<file path="src/rtl/vgut_pkg.sv">
// Shared types and constants of the bond vector Gram matrix block.
package vgut_pkg;

	localparam int COORD_W = 16;
	localparam int VEC_W   = 3 * COORD_W;
	localparam int IDX_W   = 6;
	localparam int PROD_W  = 2 * COORD_W;
	localparam int DOT_W   = PROD_W + 1;

	localparam int FIFO_DEPTH = 4;
	localparam int FIFO_AW    = 2;
	localparam int FIFO_CW    = 3;

	// one classified vector, queued for the dot product engine
	typedef struct packed {
		logic signed [COORD_W-1:0] x;
		logic signed [COORD_W-1:0] y;
		logic signed [COORD_W-1:0] z;
		logic [IDX_W-1:0]          col;
		logic                      ovf;
	} cmd_t;

	// command queue status
	typedef struct packed {
		logic full;
		logic empty;
	} fifo_stat_t;

endpackage

</file>
<file path="src/rtl/vgut_cmd_fifo.sv">
// Short command queue between the front and the dot product engine.
module vgut_cmd_fifo import vgut_pkg::*; (
	input  logic       clk,
	input  logic       arst_n,
	input  logic       push,
	input  cmd_t       push_cmd,
	input  logic       pop,
	output cmd_t       head,
	output fifo_stat_t stat
);

	cmd_t               mem_q [FIFO_DEPTH];
	logic [FIFO_AW-1:0] wr_ptr_q;
	logic [FIFO_AW-1:0] rd_ptr_q;
	logic [FIFO_CW-1:0] cnt_q;
	logic               do_push;
	logic               do_pop;

	assign stat.full  = (cnt_q == FIFO_CW'(FIFO_DEPTH));
	assign stat.empty = (cnt_q == '0);
	assign head       = mem_q[rd_ptr_q];
	assign do_push    = push && !stat.full;
	assign do_pop     = pop && !stat.empty;

	// store entries
	always_ff @(posedge clk) begin
		if (do_push) begin
			mem_q[wr_ptr_q] <= push_cmd;
		end
	end

	// advance pointers and occupancy
	always_ff @(posedge clk or negedge arst_n) begin
		if (!arst_n) begin
			wr_ptr_q <= '0;
			rd_ptr_q <= '0;
			cnt_q    <= '0;
		end else begin
			if (do_push) begin
				wr_ptr_q <= wr_ptr_q + FIFO_AW'(1);
			end
			if (do_pop) begin
				rd_ptr_q <= rd_ptr_q + FIFO_AW'(1);
			end
			if (do_push && !do_pop) begin
				cnt_q <= cnt_q + FIFO_CW'(1);
			end else if (do_pop && !do_push) begin
				cnt_q <= cnt_q - FIFO_CW'(1);
			end
		end
	end

endmodule

</file>
<file path="config.mk">
export PLATFORM = sky130hd
export DESIGN_NAME = vgut_cmd_fifo
export DESIGN_NICKNAME = d
export VERILOG_FILES = /design/src/rtl/vgut_pkg.sv /design/src/rtl/vgut_cmd_fifo.sv
export SDC_FILE = /design/constraint.sdc
export NUM_CORES = 1
export LEC_CHECK = 0
export BUFFER_PORTS_ARGS = -buffer_cell sky130_fd_sc_hd__buf_2
export CORE_ASPECT_RATIO = 1.1
export CORE_MARGIN = 3
export CORE_UTILIZATION = 51
export CTS_CLUSTER_SIZE = 10
export DETAILED_ROUTE_END_ITERATION = 10
export PLACE_DENSITY = 0.75
export SETUP_SLACK_MARGIN = 0.4
export SYNTH_ARGS = -nofsm -noshare
export SYNTH_HDL_FRONTEND = slang
export SYNTH_SLANG_ARGS = --single-unit
</file>
<file path="constraint.sdc">
create_clock -name clk -period 2.5 [get_ports clk]
set_clock_uncertainty 0.1 [all_clocks]
set_input_delay 0.25 -clock clk [delete_from_list [all_inputs] [get_ports clk]]
set_output_delay 0.25 -clock clk [all_outputs]
set_load 0.01 [all_outputs]
</file>
==> results.sh <==
export IMPL_outcome="completed"
export IMPL_synth_net_count=388
export IMPL_synthDistinctLibCells=20
export IMPL_finalMaxSlewViolations=0
export IMPL_iteration_count_of_the_initial_detailed_routing_pass=4
export IMPL_hold_path_class="input pin to register"
export IMPL_placementRows=48
export IMPL_synth_top_flop_cell="sky130_fd_sc_hd__edfxtp_1"
export IMPL_antenna_cells=0
export IMPL_fin_setup_tns_ps=0
export IMPL_floorplan_die_area_sq_um=17900
export IMPL_cts_buffers=26
export IMPL_cts_root_buffer="sky130_fd_sc_hd__clkbuf_16"
export IMPL_port_buffer_count=115
export IMPL_timing_final_crit_share=0.915
export IMPL_vdd_ir_drop_max_mv=0.773
export IMPL_filler_cell_count=980
export IMPL_clkSlewWorstSetupHoldPaths_ps=60
export IMPL_cts_htree_levels=1
export IMPL_num_vias=4048
export IMPL_place_congestion=0.695
export IMPL_fin_util=0.698
export IMPL_drt_first_iter_violations=268
export IMPL_grt_pass1_vias=4547
export IMPL_cellLeakagePower_nw=3.90
export IMPL_synth_edff_count=220
export IMPL_critical_path_arrival_ps=1940
export IMPL_synth_warning_count=0
export IMPL_grt_antenna_before_repair=0
export IMPL_syn_avg_cell_area_sq_um=25.8
export IMPL_yosys_register_bits=227
export IMPL_count_of_final_hold_check_violations=0
export IMPL_grt_overflow_total=0
export IMPL_synth_top_area_frac=0.791
export IMPL_sequential_cell_area_sq_um=6790
export IMPL_postRouteWirelength_um=16000
export IMPL_clock_fmax_ghz=0.437
export IMPL_wire_per_inst_um=21.4
export IMPL_tightest_slew_ps=466
export IMPL_synth_sequential_area_ratio=0.812
export IMPL_crit_path_max_fanout=6
export IMPL_nets=602
export IMPL_io_pin_count=116
export IMPL_drc=0
export IMPL_setup_violations=0
export IMPL_crit_path_start_kind="register"
export IMPL_route_antenna_remaining_nets=0
export IMPL_clock_tree_from_tritoncts="done"
export IMPL_core_area_sq_um=15900
export IMPL_hold_depth=4
export IMPL_slew_headroom=0.689
export IMPL_postSynthCellCount=323
export IMPL_worst_setup_path_end_kind="primary output"
export IMPL_cellPowerDensity_nw_per_um2=1190
export IMPL_pin_count_of_the_biggest_net_entering_global_routing=39
export IMPL_initial_utilization=0.527
export IMPL_synth_commonest_cells="sky130_fd_sc_hd__edfxtp_1 (220), sky130_fd_sc_hd__mux4_2 (55), sky130_fd_sc_hd__dfrtp_1 (7)"
export IMPL_fraction_of_layout_instances_using_a_drive_strength_above_1=0.436
export IMPL_clock_tree_buf_depth=3
export IMPL_routed_via_density=5.41
export IMPL_dieHeight_um=140
export IMPL_criticalPathCategory="register to primary output"
export IMPL_critical_path_required_ps=2150
export IMPL_cts_num_sinks=227
export IMPL_gr_usage_all_layers=0.173
export IMPL_max_cap_viol_count=0
export IMPL_mappedNetlistArea_sq_um=8350
export IMPL_rsz0062_at_grt="true"
export IMPL_dieWidth_um=128
export IMPL_first_pass_grt_wire_length_um=24000
export IMPL_synth_top_cells_by_area="sky130_fd_sc_hd__edfxtp_1 (79%), sky130_fd_sc_hd__mux4_2 (15%), sky130_fd_sc_hd__dfrtp_1 (2.1%), sky130_fd_sc_hd__ha_1 (0.75%), sky130_fd_sc_hd__buf_6 (0.54%)"
export IMPL_dp_final_hpwl_um=8880
export IMPL_synth_area_leader_cell="sky130_fd_sc_hd__edfxtp_1"
export IMPL_finalCriticalPeriod_ps=2290
export IMPL_worst_r2r_cell_count=7
export IMPL_worst_skew_pair_late_latency_ps=510
export IMPL_multi_input_comb_area_sq_um=1500
export IMPL_synth_most_common_cell="sky130_fd_sc_hd__edfxtp_1"
export IMPL_synth_async_sr_flop_share=0.0308
export IMPL_syn2layout_area_growth_pct=32.5
critical path, cell delays in order (launching register included):
cell	delay, ps
sky130_fd_sc_hd__dfrtp_4	510
sky130_fd_sc_hd__buf_12	160
sky130_fd_sc_hd__clkbuf_16	170
sky130_fd_sc_hd__mux4_2	440
sky130_fd_sc_hd__buf_6	140
report_power, final:
part	internal, mW	total (mW)	switching, mW
Sequential	5.04	5.23	0.191
Clock	1.92	3.26	1.33
Combinational	2.54	4.64	2.11
what timing repair did:
item,4_1_cts,5_1_grt
setup endpoints to repair,57,57
gates resized for setup,6,48
pin swaps,0,5
setup buffers,3,4
hold buffers,58,0
hold endpoints to repair,229,0
gates cloned,0,6
per-stage QoR:
stage                     area, sq um  power [mW]  std cells  setup slack, ps  hold slack [ps]
after floorplan                  8350        7.58        323              423             -146
after global placement           9260        8.79        638              369            -16.2
after detailed placement         9260        8.92        638              245            -10.6
after CTS                       10600        12.3        738              180              202
after global routing            11100        13.7        748              170              225
final                           11100        13.1        748              213              214
flip-flops by register name, indices dropped and copies added (netlist names):
signal    flops
wr_ptr_q      2
rd_ptr_q      2
cnt_q         3
mem_q       220
cell usage in the layout, fill, tap and decap left out, drive strengths merged:
master,n
edfxtp,220
buf,137
dlygate4sd3,58
mux4,55
clkbuf,42
dfrtp,7
ha,5
inv,4
and2,4
xnor2,4
mux2,2
xor2,2
nor3b,1
nor2b,1
or3,1
nand2,1
nand3,1
nor2,1
fa,1
clkinv,1
layer usage:
layer  wire length (um)  up-vias  GRT usage
met5                  0        -          0
met1               6270     2078      0.221
met3                829       30     0.0256
met2               8580      139      0.304
li1                   -     1801          -
met4                308        0     0.0631
final timing paths:
| path | start | to | slack (ps) |
|---|---|---|---|
| setup / recovery | rd_ptr_q[0] | head[45] | 210 |
| hold / removal | push | wr_ptr_q[0] | 210 |
| setup reg to reg | cnt_q[1] | cnt_q[1] | 450 |
| hold reg to reg | cnt_q[2] | cnt_q[2] | 410 |
| max in group asynchronous | arst_n | rd_ptr_q[0] | 1400 |
| min in group asynchronous | arst_n | cnt_q[1] | 620 |
cells by family (layout without fill, tap and decap cells):
logic type               Yosys count  after routing  share of synthesized area
flip-flops                       227            227                      0.812
multiplexers                      57             57                      0.151
buffers and inverters             17            242                     0.0130
AND/OR/NAND/NOR                   10             10                    0.00749
adder cells (fa/ha/maj)            6              6                    0.00989
XOR/XNOR                           6              6                    0.00629
cell type report:
type,count,area share
Clock buffer,38,0.0638
Clock inverter,1,0.00147
Inverter,4,0.00136
Multi-Input combinational cell,79,0.136
Sequential cell,227,0.614
Tap cell,200,0.0226
Timing Repair Buffer,199,0.162
No activity file was read; power rests on OpenSTA's default activity.
