## config.mk

```make
export PLATFORM = sky130hd
export DESIGN_NAME = vgut_front_flat
export DESIGN_NICKNAME = d
export VERILOG_FILES = /design/src/rtl/vgut_pkg.sv /design/src/rtl/vgut_if.sv /design/src/rtl/vgut_front.sv /design/src/flat_wrapper.sv
export SDC_FILE = /design/constraint.sdc
export NUM_CORES = 1
export LEC_CHECK = 0
export BUFFER_PORTS_ARGS = -buffer_cell sky130_fd_sc_hd__buf_2
export CAP_MARGIN = 20
export CELL_PAD_IN_SITES_DETAIL_PLACEMENT = 0
export CELL_PAD_IN_SITES_GLOBAL_PLACEMENT = 1
export CORE_MARGIN = 8
export CORE_UTILIZATION = 21
export DETAILED_ROUTE_END_ITERATION = 6
export HOLD_SLACK_MARGIN = 0.05
export PLACE_DENSITY_LB_ADDON = 0.1
export REMOVE_ABC_BUFFERS = 1
export SKIP_CTS_REPAIR_TIMING = 1
export SLEW_MARGIN = 20
export SYNTH_ARGS = -nofsm -noshare
export SYNTH_HDL_FRONTEND = slang
export SYNTH_SLANG_ARGS = --single-unit
```

## constraint.sdc

```tcl
create_clock -name clk -period 2.2 [get_ports clk]
set_input_delay 0.55 -clock clk [delete_from_list [all_inputs] [get_ports clk]]
set_output_delay 0.55 -clock clk [all_outputs]
set_load 0.03 [all_outputs]
```

## src/rtl/vgut_pkg.sv

```systemverilog
// Shared types and constants of the bond vector Gram matrix block.
package vgut_pkg;

	localparam int COORD_W = 16;
	localparam int VEC_W   = 3 * COORD_W;
	localparam int IDX_W   = 6;
	localparam int PROD_W  = 2 * COORD_W;
	localparam int DOT_W   = PROD_W + 1;

	localparam int FIFO_DEPTH = 4;
	localparam int FIFO_AW    = 2;
	localparam int FIFO_CW    = 3;

	// one classified vector, queued for the dot product engine
	typedef struct packed {
		logic signed [COORD_W-1:0] x;
		logic signed [COORD_W-1:0] y;
		logic signed [COORD_W-1:0] z;
		logic [IDX_W-1:0]          col;
		logic                      ovf;
	} cmd_t;

	// command queue status
	typedef struct packed {
		logic full;
		logic empty;
	} fifo_stat_t;

endpackage

```

## src/rtl/vgut_if.sv

```systemverilog
// Valid/ready channel interfaces for bond vectors and Gram matrix results.
interface vgut_bond_if import vgut_pkg::*; ();
	logic                      valid;
	logic                      ready;
	logic signed [COORD_W-1:0] bond_x;
	logic signed [COORD_W-1:0] bond_y;
	logic signed [COORD_W-1:0] bond_z;
	logic                      last_bond;

	modport source (output valid, bond_x, bond_y, bond_z, last_bond, input ready);
	modport sink (input valid, bond_x, bond_y, bond_z, last_bond, output ready);
endinterface


```

## src/rtl/vgut_front.sv

```systemverilog
// Front end: accepts bond vectors, stores those below capacity and queues one command each.
module vgut_front import vgut_pkg::*; #(
	parameter int MAX_BONDS = 64
) (
	input  logic                         clk,
	input  logic                         arst_n,
	vgut_bond_if.sink                    bond,
	input  fifo_stat_t                   q_stat,
	output logic                         push,
	output cmd_t                         push_cmd,
	output logic                         we,
	output logic [$clog2(MAX_BONDS)-1:0] waddr,
	output logic [VEC_W-1:0]             wdata
);

	localparam int AW = $clog2(MAX_BONDS);
	localparam int CW = $clog2(MAX_BONDS + 1);

	logic [CW-1:0] count_q;
	logic          drain_q;
	logic          accept;
	logic          at_cap;

	// hold input while the queue is full, and after a polymer ends until the engine has read all its entries
	assign bond.ready = !q_stat.full && !(drain_q && !q_stat.empty);
	assign accept     = bond.valid && bond.ready;
	assign at_cap     = (count_q == CW'(MAX_BONDS));

	// classify and queue
	assign push         = accept;
	assign push_cmd.x   = bond.bond_x;
	assign push_cmd.y   = bond.bond_y;
	assign push_cmd.z   = bond.bond_z;
	assign push_cmd.col = at_cap ? '0 : IDX_W'(count_q);
	assign push_cmd.ovf = at_cap;

	// store the vector at the next free slot
	assign we    = accept && !at_cap;
	assign waddr = count_q[AW-1:0];
	assign wdata = {bond.bond_x, bond.bond_y, bond.bond_z};

	// track vector count and end of polymer
	always_ff @(posedge clk or negedge arst_n) begin
		if (!arst_n) begin
			count_q <= '0;
			drain_q <= 1'b0;
		end else begin
			if (accept) begin
				if (bond.last_bond) begin
					count_q <= '0;
				end else if (!at_cap) begin
					count_q <= count_q + CW'(1);
				end
			end
			if (accept && bond.last_bond) begin
				drain_q <= 1'b1;
			end else if (q_stat.empty) begin
				drain_q <= 1'b0;
			end
		end
	end

endmodule

```

## src/flat_wrapper.sv

```systemverilog
// flat-port wrapper written by rule: the top's interface ports become plain ports
module vgut_front_flat import vgut_pkg::*;
#(
	parameter int MAX_BONDS = 64
)
  (clk, arst_n, q_stat, push, push_cmd, we, waddr, wdata, bond_valid, bond_bond_x, bond_bond_y, bond_bond_z, bond_last_bond, bond_ready);
  vgut_bond_if bond_i ();
  input  logic clk;
  input  logic arst_n;
  input  fifo_stat_t q_stat;
  output logic push;
  output cmd_t push_cmd;
  output logic we;
  output logic [$clog2(MAX_BONDS)-1:0] waddr;
  output logic [VEC_W-1:0] wdata;
  input wire logic [$bits(bond_i.valid)-1:0] bond_valid;
  input wire logic [$bits(bond_i.bond_x)-1:0] bond_bond_x;
  input wire logic [$bits(bond_i.bond_y)-1:0] bond_bond_y;
  input wire logic [$bits(bond_i.bond_z)-1:0] bond_bond_z;
  input wire logic [$bits(bond_i.last_bond)-1:0] bond_last_bond;
  output wire logic [$bits(bond_i.ready)-1:0] bond_ready;
  assign bond_i.valid = bond_valid;
  assign bond_i.bond_x = bond_bond_x;
  assign bond_i.bond_y = bond_bond_y;
  assign bond_i.bond_z = bond_bond_z;
  assign bond_i.last_bond = bond_last_bond;
  assign bond_ready = bond_i.ready;
  vgut_front #(.MAX_BONDS(MAX_BONDS)) u_core (.clk(clk), .arst_n(arst_n), .bond(bond_i), .q_stat(q_stat), .push(push), .push_cmd(push_cmd), .we(we), .waddr(waddr), .wdata(wdata));
endmodule
```

==> impl_metrics.env <==
export IMPL_outcome="finished clean"
export IMPL_cts_inserted_buffers=3
export IMPL_synth_top_cell_area_share_pct=60.9
export IMPL_drt_met1_wl_um=2120
export IMPL_nets=139
export IMPL_setup_worst_path_class="reg -> out"
export IMPL_ir_drop_v=0.000198
export IMPL_critPathRequiredTime_ps=1650
export IMPL_vias=724
export IMPL_grt_pass1_vias=756
export IMPL_grt_usage_pct=17.5
export IMPL_ant_nets=0
export IMPL_synthSimpleGateAreaFrac_pct=10.5
export IMPL_max_stage_delay_ps=410
export IMPL_leakage_nw=0.371
export IMPL_diodes=0
export IMPL_crit_chain="inv_1 > ha_4 > nand4bb_4 > nor3_4 > nor2_1 > buf_2"
export IMPL_gp_congestion=0.786
export IMPL_mostFrequentLayoutCell="buf_2"
export IMPL_end_kind="output port"
export IMPL_fin_setup_tns_ps=0
export IMPL_dr_wl_met3_um=2300
export IMPL_ctsLongestPathBuffers=2
export IMPL_drc=0
export IMPL_synthCells=158
export IMPL_yosys_warnings=0
export IMPL_dp_hpwl_um=7040
export IMPL_wl_met2_um=3420
export IMPL_yosysSeqAreaShare_pct=15.8
export IMPL_tritoncts="yes"
export IMPL_placementRows=28
export IMPL_core_area_sq_mm=0.00589
export IMPL_io_pins=166
export IMPL_crit_fanout=5
export IMPL_top_layer="met4"
export IMPL_dp_cells=150
export IMPL_root_buffer="clkbuf_8"
export IMPL_cts_sinks=8
export IMPL_synth_compound_area_share_pct=7.30
export IMPL_final_cells=156
export IMPL_die_w_um=93.7
export IMPL_worstPathArrival_ps=1540
export IMPL_drv_slew=0
export IMPL_drt_total_wl_um=7900
export IMPL_netlist_cell_type_count=21
export IMPL_synthesis_area_sq_mm=0.00127
export IMPL_cts_htree_levels=1
export IMPL_cap_violations=0
export IMPL_synth_mux_area_share_pct=0.888
export IMPL_avgSynthCellArea_sq_um=8.03
export IMPL_total_power_mw=0.526
export IMPL_worstMarginPinSlew_ps=334
export IMPL_synth_top_family_by_area="buffers and inverters"
export IMPL_grt_pass1_wl_um=9670
export IMPL_finClkSkew_ps=1.59
export IMPL_p_per_area_mw_per_mm2=667
export IMPL_fp_dieH_um=93.7
export IMPL_hold_violations=0
export IMPL_avgViaCountPerCell=4.64
export IMPL_antenna_found_initial=0
export IMPL_final_util_pct=13.4
export IMPL_clkSlewWorstSetupHoldPaths_ps=50
export IMPL_ys_seq_elements=8
export IMPL_rsz0062_at_grt="false"
export IMPL_period_share_pct=94.9
export IMPL_hp_class="in -> async"
export IMPL_drive_above_1_share_pct=46.9
export IMPL_timing_slew_headroom_pct=77.7
export IMPL_port_buffers=21
export IMPL_clock_fmax_mhz=479
export IMPL_drtIter0Drc=32
export IMPL_cp_slowest_cell="dfrtp_1"
export IMPL_syn_to_final_growth_pct=-37.8
export IMPL_start_kind="register"
export IMPL_overflow=0
export IMPL_synth_xor_xnor_area_share_pct=0
export IMPL_first_pass_iters=4
export IMPL_wl_per_cell_um=50.6
export IMPL_synth_area_leaders="buf_4 61%, dfrtp_1 16%, o21ai_0 3.2%"
export IMPL_yosys_area_top_type="buf_4"
export IMPL_setup_viol=0
export IMPL_layout_min_cycle_time_ps=2090
export IMPL_start_util_pct=21.6
export IMPL_grt_max_degree=9
export IMPL_final_cell_mix="18 x buf_2, 9 x buf_4, 8 x o21ai_0"
export IMPL_die_area_sq_mm=0.00878
export IMPL_clock_latency_ps=230
export IMPL_fill_cells=705
export IMPL_yosys_area_share_adder_pct=1.97
[power by group]
group	switching [mW]	total (mW)	internal, mW
sequential	0.0164	0.176	0.159
clock	0.0637	0.183	0.119
combinational	0.102	0.168	0.0662
total	0.182	0.526	0.345
[layer usage]
layer  vias up  GRT usage (%)
li1        244              -
met1       326           13.2
met2       147           26.1
met3         7           24.1
met4         0           2.77
met5         -              0
[final cells by class]
cell class	count	area, sq um	share of cell area [%]
clock buffer	3	41.3	5.23
inverter	5	18.8	2.38
multi-input combinational	38	277	35.0
sequential	8	201	25.5
tap	75	93.8	11.9
timing repair buffer	27	158	20.0
[kinds of logic after synthesis]
family / count (synthesis)
buf+inv: 112
flops: 8
fa+ha+maj: 2
compound gates: 15
mux: 1
simple gates: 20
[cells in the mapped netlist]
cell type	n
a21o_1	1
ha_1	2
a22o_1	1
nor2b_1	2
mux2_2	1
nand4bb_4	1
buf_4	103
nor2_2	1
o41ai_1	1
clkbuf_1	4
dfrtp_1	8
nor2_1	6
nor3_4	1
inv_1	5
nand2b_1	1
a31oi_1	2
o21ai_0	8
o31ai_1	2
nand2_1	1
nand3_1	5
and3_1	2
[through the flow]
stage / hold slack (ps) / cell area, sq um / setup slack [ps]
after detailed placement: 420 / 702 / 313
after CTS: 172 / 743 / 51.7
after floorplan: 254 / 480 / -3.56
final: 171 / 790 / 111
after global routing: 182 / 790 / 1.13
after global placement: 426 / 702 / 331
[flip-flops by register name, indices dropped and copies added (netlist names)]
name / cells
u_core.count_q: 7
u_core.drain_q: 1
[path summary, 6_finish.rpt]
path	depth (start not counted)	endpoint	startpoint	slack, ps
worst max-delay path	6	push_cmd[1]	u_core.count_q[1]	110
worst max register to register	7	u_core.count_q[0]	u_core.count_q[1]	540
worst min register to register	2	u_core.drain_q	u_core.drain_q	540
max in group asynchronous	1	u_core.count_q[0]	arst_n	1820
worst min-delay path	1	u_core.count_q[2]	arst_n	170
min in group clk	2	u_core.drain_q	u_core.drain_q	540
[worst max-delay path: cells and delay by family, from the launching register on]
family        cells  cell delay, ps
buf+inv           2             310
flops             1             410
fa+ha+maj         1             150
simple gates      3             440
Power figures use the tool's default switching activity.
