===== src/rtl/vgut_pkg.sv =====
// Shared types and constants of the bond vector Gram matrix block.
package vgut_pkg;

	localparam int COORD_W = 16;
	localparam int VEC_W   = 3 * COORD_W;
	localparam int IDX_W   = 6;
	localparam int PROD_W  = 2 * COORD_W;
	localparam int DOT_W   = PROD_W + 1;

	localparam int FIFO_DEPTH = 4;
	localparam int FIFO_AW    = 2;
	localparam int FIFO_CW    = 3;

	// one classified vector, queued for the dot product engine
	typedef struct packed {
		logic signed [COORD_W-1:0] x;
		logic signed [COORD_W-1:0] y;
		logic signed [COORD_W-1:0] z;
		logic [IDX_W-1:0]          col;
		logic                      ovf;
	} cmd_t;

	// command queue status
	typedef struct packed {
		logic full;
		logic empty;
	} fifo_stat_t;

endpackage


===== src/rtl/vgut_if.sv =====


interface vgut_result_if import vgut_pkg::*; ();
	logic                    valid;
	logic                    ready;
	logic [IDX_W-1:0]        row_index;
	logic [IDX_W-1:0]        col_index;
	logic signed [DOT_W-1:0] pair_dot;
	logic                    last_result;
	logic                    overflow;

	modport source (output valid, row_index, col_index, pair_dot, last_result,
		overflow, input ready);
	modport sink (input valid, row_index, col_index, pair_dot, last_result,
		overflow, output ready);
endinterface


===== src/rtl/vgut_back.sv =====
// Dot product engine: one stored vector per cycle against the queued vector while the output is not stalled.
module vgut_back import vgut_pkg::*; #(
	parameter int MAX_BONDS = 64
) (
	input  logic                         clk,
	input  logic                         arst_n,
	input  fifo_stat_t                   q_stat,
	input  cmd_t                         head,
	output logic                         pop,
	output logic                         re,
	output logic [$clog2(MAX_BONDS)-1:0] raddr,
	input  logic [VEC_W-1:0]             rdata,
	vgut_result_if.source                result
);

	localparam int AW = $clog2(MAX_BONDS);

	logic             en;
	logic             issue;
	logic             issue_last;
	logic [IDX_W-1:0] row_q;

	logic             v_s1;
	logic [IDX_W-1:0] row_s1;
	logic [IDX_W-1:0] col_s1;
	logic             last_s1;
	logic             ovf_s1;
	cmd_t             cur_s1;

	logic                     v_s2;
	logic [IDX_W-1:0]         row_s2;
	logic [IDX_W-1:0]         col_s2;
	logic                     last_s2;
	logic                     ovf_s2;
	logic signed [PROD_W-1:0] px_s2;
	logic signed [PROD_W-1:0] py_s2;
	logic signed [PROD_W-1:0] pz_s2;

	logic signed [COORD_W-1:0] rx;
	logic signed [COORD_W-1:0] ry;
	logic signed [COORD_W-1:0] rz;
	logic signed [PROD_W-1:0]  mx;
	logic signed [PROD_W-1:0]  my;
	logic signed [PROD_W-1:0]  mz;
	logic signed [DOT_W-1:0]   sum;

	logic                    res_valid_q;
	logic [IDX_W-1:0]        res_row_q;
	logic [IDX_W-1:0]        res_col_q;
	logic signed [DOT_W-1:0] res_dot_q;
	logic                    res_last_q;
	logic                    res_ovf_q;

	// whole pipeline advances when the output register is free or drains
	assign en         = !res_valid_q || result.ready;
	assign issue      = en && !q_stat.empty;
	assign issue_last = head.ovf || (row_q == head.col);
	assign pop        = issue && issue_last;
	assign re         = en;
	assign raddr      = row_q[AW-1:0];

	// step through rows of the current column
	always_ff @(posedge clk or negedge arst_n) begin
		if (!arst_n) begin
			row_q <= '0;
		end else if (issue) begin
			row_q <= issue_last ? '0 : row_q + IDX_W'(1);
		end
	end

	// stage 1: read data arrives, tags travel alongside
	always_ff @(posedge clk or negedge arst_n) begin
		if (!arst_n) begin
			v_s1 <= 1'b0;
		end else if (en) begin
			v_s1 <= issue;
		end
	end

	always_ff @(posedge clk) begin
		if (en) begin
			row_s1  <= head.ovf ? '0 : row_q;
			col_s1  <= head.col;
			last_s1 <= issue_last;
			ovf_s1  <= head.ovf;
			cur_s1  <= head;
		end
	end

	// stage 2: three component products
	assign rx = rdata[VEC_W-1 -: COORD_W];
	assign ry = rdata[2*COORD_W-1 -: COORD_W];
	assign rz = rdata[COORD_W-1:0];
	assign mx = rx * cur_s1.x;
	assign my = ry * cur_s1.y;
	assign mz = rz * cur_s1.z;

	always_ff @(posedge clk or negedge arst_n) begin
		if (!arst_n) begin
			v_s2 <= 1'b0;
		end else if (en) begin
			v_s2 <= v_s1;
		end
	end

	always_ff @(posedge clk) begin
		if (en) begin
			row_s2  <= row_s1;
			col_s2  <= col_s1;
			last_s2 <= last_s1;
			ovf_s2  <= ovf_s1;
			px_s2   <= mx;
			py_s2   <= my;
			pz_s2   <= mz;
		end
	end

	// stage 3: sum into the output register, zero for a dropped vector
	assign sum = DOT_W'(px_s2) + DOT_W'(py_s2) + DOT_W'(pz_s2);

	always_ff @(posedge clk or negedge arst_n) begin
		if (!arst_n) begin
			res_valid_q <= 1'b0;
		end else if (en) begin
			res_valid_q <= v_s2;
		end
	end

	always_ff @(posedge clk) begin
		if (en) begin
			res_row_q  <= row_s2;
			res_col_q  <= col_s2;
			res_dot_q  <= ovf_s2 ? '0 : sum;
			res_last_q <= last_s2;
			res_ovf_q  <= ovf_s2;
		end
	end

	assign result.valid       = res_valid_q;
	assign result.row_index   = res_row_q;
	assign result.col_index   = res_col_q;
	assign result.pair_dot    = res_dot_q;
	assign result.last_result = res_last_q;
	assign result.overflow    = res_ovf_q;

endmodule


===== src/flat_wrapper.sv =====
// flat-port wrapper written by rule: the top's interface ports become plain ports
module vgut_back_flat import vgut_pkg::*;
#(
	parameter int MAX_BONDS = 64
)
  (clk, arst_n, q_stat, head, pop, re, raddr, rdata, result_valid, result_row_index, result_col_index, result_pair_dot, result_last_result, result_overflow, result_ready);
  vgut_result_if result_i ();
  input  logic clk;
  input  logic arst_n;
  input  fifo_stat_t q_stat;
  input  cmd_t head;
  output logic pop;
  output logic re;
  output logic [$clog2(MAX_BONDS)-1:0] raddr;
  input  logic [VEC_W-1:0] rdata;
  output wire logic [$bits(result_i.valid)-1:0] result_valid;
  output wire logic [$bits(result_i.row_index)-1:0] result_row_index;
  output wire logic [$bits(result_i.col_index)-1:0] result_col_index;
  output wire logic [$bits(result_i.pair_dot)-1:0] result_pair_dot;
  output wire logic [$bits(result_i.last_result)-1:0] result_last_result;
  output wire logic [$bits(result_i.overflow)-1:0] result_overflow;
  input wire logic [$bits(result_i.ready)-1:0] result_ready;
  assign result_valid = result_i.valid;
  assign result_row_index = result_i.row_index;
  assign result_col_index = result_i.col_index;
  assign result_pair_dot = result_i.pair_dot;
  assign result_last_result = result_i.last_result;
  assign result_overflow = result_i.overflow;
  assign result_i.ready = result_ready;
  vgut_back #(.MAX_BONDS(MAX_BONDS)) u_core (.clk(clk), .arst_n(arst_n), .q_stat(q_stat), .head(head), .pop(pop), .re(re), .raddr(raddr), .rdata(rdata), .result(result_i));
endmodule

===== config.mk =====
export PLATFORM = sky130hd
export DESIGN_NAME = vgut_back_flat
export DESIGN_NICKNAME = d
export VERILOG_FILES = /design/src/rtl/vgut_pkg.sv /design/src/rtl/vgut_if.sv /design/src/rtl/vgut_back.sv /design/src/flat_wrapper.sv
export SDC_FILE = /design/constraint.sdc
export NUM_CORES = 2
export LEC_CHECK = 0
export BUFFER_PORTS_ARGS = -buffer_cell sky130_fd_sc_hd__clkbuf_2
export CORE_AREA = 10 10 322 324
export DETAILED_ROUTE_END_ITERATION = 10
export DIE_AREA = 0 0 332 334
export HOLD_SLACK_MARGIN = 0.1
export SLEW_MARGIN = 20
export SYNTH_ARGS = -nofsm -noshare
export SYNTH_HDL_FRONTEND = slang
export SYNTH_SLANG_ARGS = --single-unit

===== constraint.sdc =====
create_clock -name clk -period 13.28 [get_ports clk]
set_input_delay 2.656 -clock clk [delete_from_list [all_inputs] [get_ports clk]]
set_output_delay 2.656 -clock clk [all_outputs]
set_load 0.005 [all_outputs]

==> impl_metrics.toml <==
[worst_setup_path]
r2r_start = "u_core.cur_s1[24]$_DFFE_PN_"
reg2reg_depth = 19
reg2reg_slack_ns = 6.30
critPathRequiredTime_ns = 13.57
path_max_fanout = 16
setup.worst_path.start = "rdata[31]"
slowest_delay_ns = 0.76
end_kind = "flip-flop"
path_cells = "clkbuf_2 > nand2_1 > inv_1 > fa_1 > fa_1 > fa_1 > fa_1 > fa_1 > inv_1 > fa_1 > inv_1 > ha_1 > nand2_1 > nor2_1 > a21boi_0 > o2111ai_1 > nand2_1 > a21o_1 > nand2_1 > a211oi_1"
crit_type = "primary input to flip-flop"
worst_setup_path_start_kind = "primary input"
cp_data_arrival_time_ns = 8.90
timing.rr.end = "u_core.py_s2[29]$_DFFE_PN_"
path_common_cell = "fa_1"
cp_slowest_cell = "fa_1"

[yosys]
synth-main-ff-cell = "edfxtp_1"
async_flop_share_pct = 3.95
synth_largest_area_cell = "fa_1"
synthDistinctLibCells = 70
ys_seq_elements = 228
syn_area_per_cell_sq_um = 10.3
synth_seq_area_share_pct = 17.6
yosysWarningCount = 0
syn_area_sq_mm = 0.0387
syn_nets = 4976
synth_area_leaders = "fa_1, edfxtp_1, ha_1, inv_1, and2_1"
synth_edf_count = 219
synthCells = 3771
synth_top_cell_area_share_pct = 42.4

[sta]
final.setup.tns_ns = 0
fmax_mhz = 116
hold_viol = 0
min_period_ns = 8.61
final_max_slew_viol_count = 0
fin_crit_sh_pct = 64.8
skew_ns = 0.0407
final-setup-viol-count = 0
relSlewSlack_pct = 41.8
grt_setup_unrepaired = "false"
tightest_slew_ns = 0.867

[clock_tree]
postCtsResizedCells = 0
clock-sinks = 228
clkLatencyLatePin_ns = 0.58
ctsLongestPathBuffers = 3
cts_setup_buffers = 0
path_clk_slew_ns = 0.06
cts_root_buffer = "clkbuf_16"
cts_made_buffers = 34
cts-htree-levels = 2
cts_hold_buf = 0
cts_tree = "built"

[layout]
final_common_cell = "inv_1"
multi_input_area_sq_mm = 0.0282
area_growth_pct = 8.33
drive_above_1_share_pct = 6.29
fillers = 9485
num-nets-final = 5077
layout_common_cells = "inv_1, fa_1, nand2_1"
regArea_sq_mm = 0.00680

[route]
ant_nets = 0
detailroute.via_count = 25370
viasPerCell = 4.89
wl_per_cell_um = 16.3
wl_um = 84400
dr.first_iter.drc_count = 1314
first_pass_iters = 5
route.detailed.drc = 0

[placed_design]
hpwl_um = 70600
io_buffers = 162
gp_congestion = 0.809

[grt]
top_usage_layer = "met2"
grt_use_met1_pct = 20.9
grt_pass1_vias = 27174
antenna_found_initial = 9
grt_max_degree = 68
gr-usage-met3_pct = 2.81
grt.overflow.total = 0
grt_util_all_layers_pct = 15.7
grtUsageMet2_pct = 25.8
grt_first_pass_wirelength_um = 141000

[worst_hold_path]
min_path_cells = 0
hold_end = "u_core.result.row_index[5]$_DFFE_PN_"
min_path_type = "flip-flop to flip-flop"
hold_path.startpoint = "u_core.row_s2[5]$_DFFE_PN_"

[floorplanning]
io_pins = 164
initial_core_util_pct = 39.6
die_h_um = 334
die_w_um = 332
die_area_sq_mm = 0.111
rows = 115
coreArea_sq_mm = 0.0976

[flow_run]
cap_violations = 0

[run_status]
status = "finished clean"
[area by class of cell]
cell class,count,area share (%)
Antenna cell,3,0.0179
Tap cell,1287,3.84
Sequential cell,228,16.2
Multi-Input combinational cell,2573,67.4
Clock buffer,35,2.04
Inverter,867,7.77
Timing Repair Buffer,168,2.04
Clock inverter,26,0.654
[cell families (layout without fill, tap and decap cells)]
group	after synthesis	count (layout)	synth area share (%)
flip-flops	228	228	17.6
AND/OR/NAND/NOR	1036	1036	13.3
XOR/XNOR	135	135	3.06
multiplexers	2	2	0.0550
adder cells (fa/ha/maj)	1097	1097	51.4
buffers and inverters	970	1096	9.41
AO/OA/AOI/OAI	303	303	5.17
other	0	3	0
[synth_stat cells, types with 22 or more instances]
| cell type | count |
|---|---|
| inv_1 | 867 |
| fa_1 | 819 |
| nand2_1 | 400 |
| and2_1 | 379 |
| ha_1 | 278 |
| edfxtp_1 | 219 |
| nor2_1 | 122 |
| clkbuf_1 | 102 |
| a21oi_1 | 96 |
| xnor2_1 | 90 |
| o21ai_0 | 58 |
| a21o_1 | 47 |
| xor2_1 | 45 |
| nand2b_1 | 28 |
| nand3_1 | 22 |
[worst max-delay path, delay by kind of cell]
| family | cells | cell delay (ns) |
|---|---|---|
| adders and majority gates | 7 | 3.61 |
| AOI/OAI and AO/OA | 4 | 1.42 |
| and+or+nand+nor | 5 | 0.76 |
| buffers and inverters | 4 | 0.43 |
[state kept, by name, summed over array words and instances (netlist names), 32 cells and up]
name,count
u_core.cur_s1,48
u_core.px_s2,32
u_core.py_s2,32
u_core.pz_s2,32
u_core.result.pair_dot,33
[how the worst max path moves through the flow]
stage | slack, ns | end | cells after the start
after global routing | 4.38 | u_core.pz_s2[31]$_DFFE_PN_ | 20
after CTS | 4.76 | u_core.pz_s2[31]$_DFFE_PN_ | 20
final | 4.67 | u_core.py_s2[29]$_DFFE_PN_ | 20
after floorplan | 1.93 | pop | 4
after detailed placement | 4.14 | u_core.pz_s2[31]$_DFFE_PN_ | 20
after global placement | 4.16 | u_core.pz_s2[31]$_DFFE_PN_ | 20
[per-layer routing]
layer	share of wire [%]	wire length, um	vias up
li1	-	-	11629
met1	43	36600	13138
met2	49	41000	483
met3	5.1	4300	110
met4	2.8	2350	10
met5	0.083	70	-
[per-stage QoR]
| step | hold WS (ns) | worst slack (ns) | instances | util, % | area [sq um] |
|---|---|---|---|---|---|
| after CTS | 0.418 | 4.76 | 5184 | 42.9 | 41900 |
| after detailed placement | 0.405 | 4.14 | 5123 | 41.8 | 40800 |
| after global routing | 0.421 | 4.38 | 5186 | 42.9 | 41900 |
| final | 0.416 | 4.67 | 5187 | 42.9 | 41900 |
| after global placement | 0.404 | 4.16 | 5123 | 41.8 | 40800 |
| after floorplan | 0.400 | 1.93 | 3771 | - | 38700 |
Power is not shown: default switching activity piles up to over one toggle a cycle in this logic, so the estimate is an artifact.
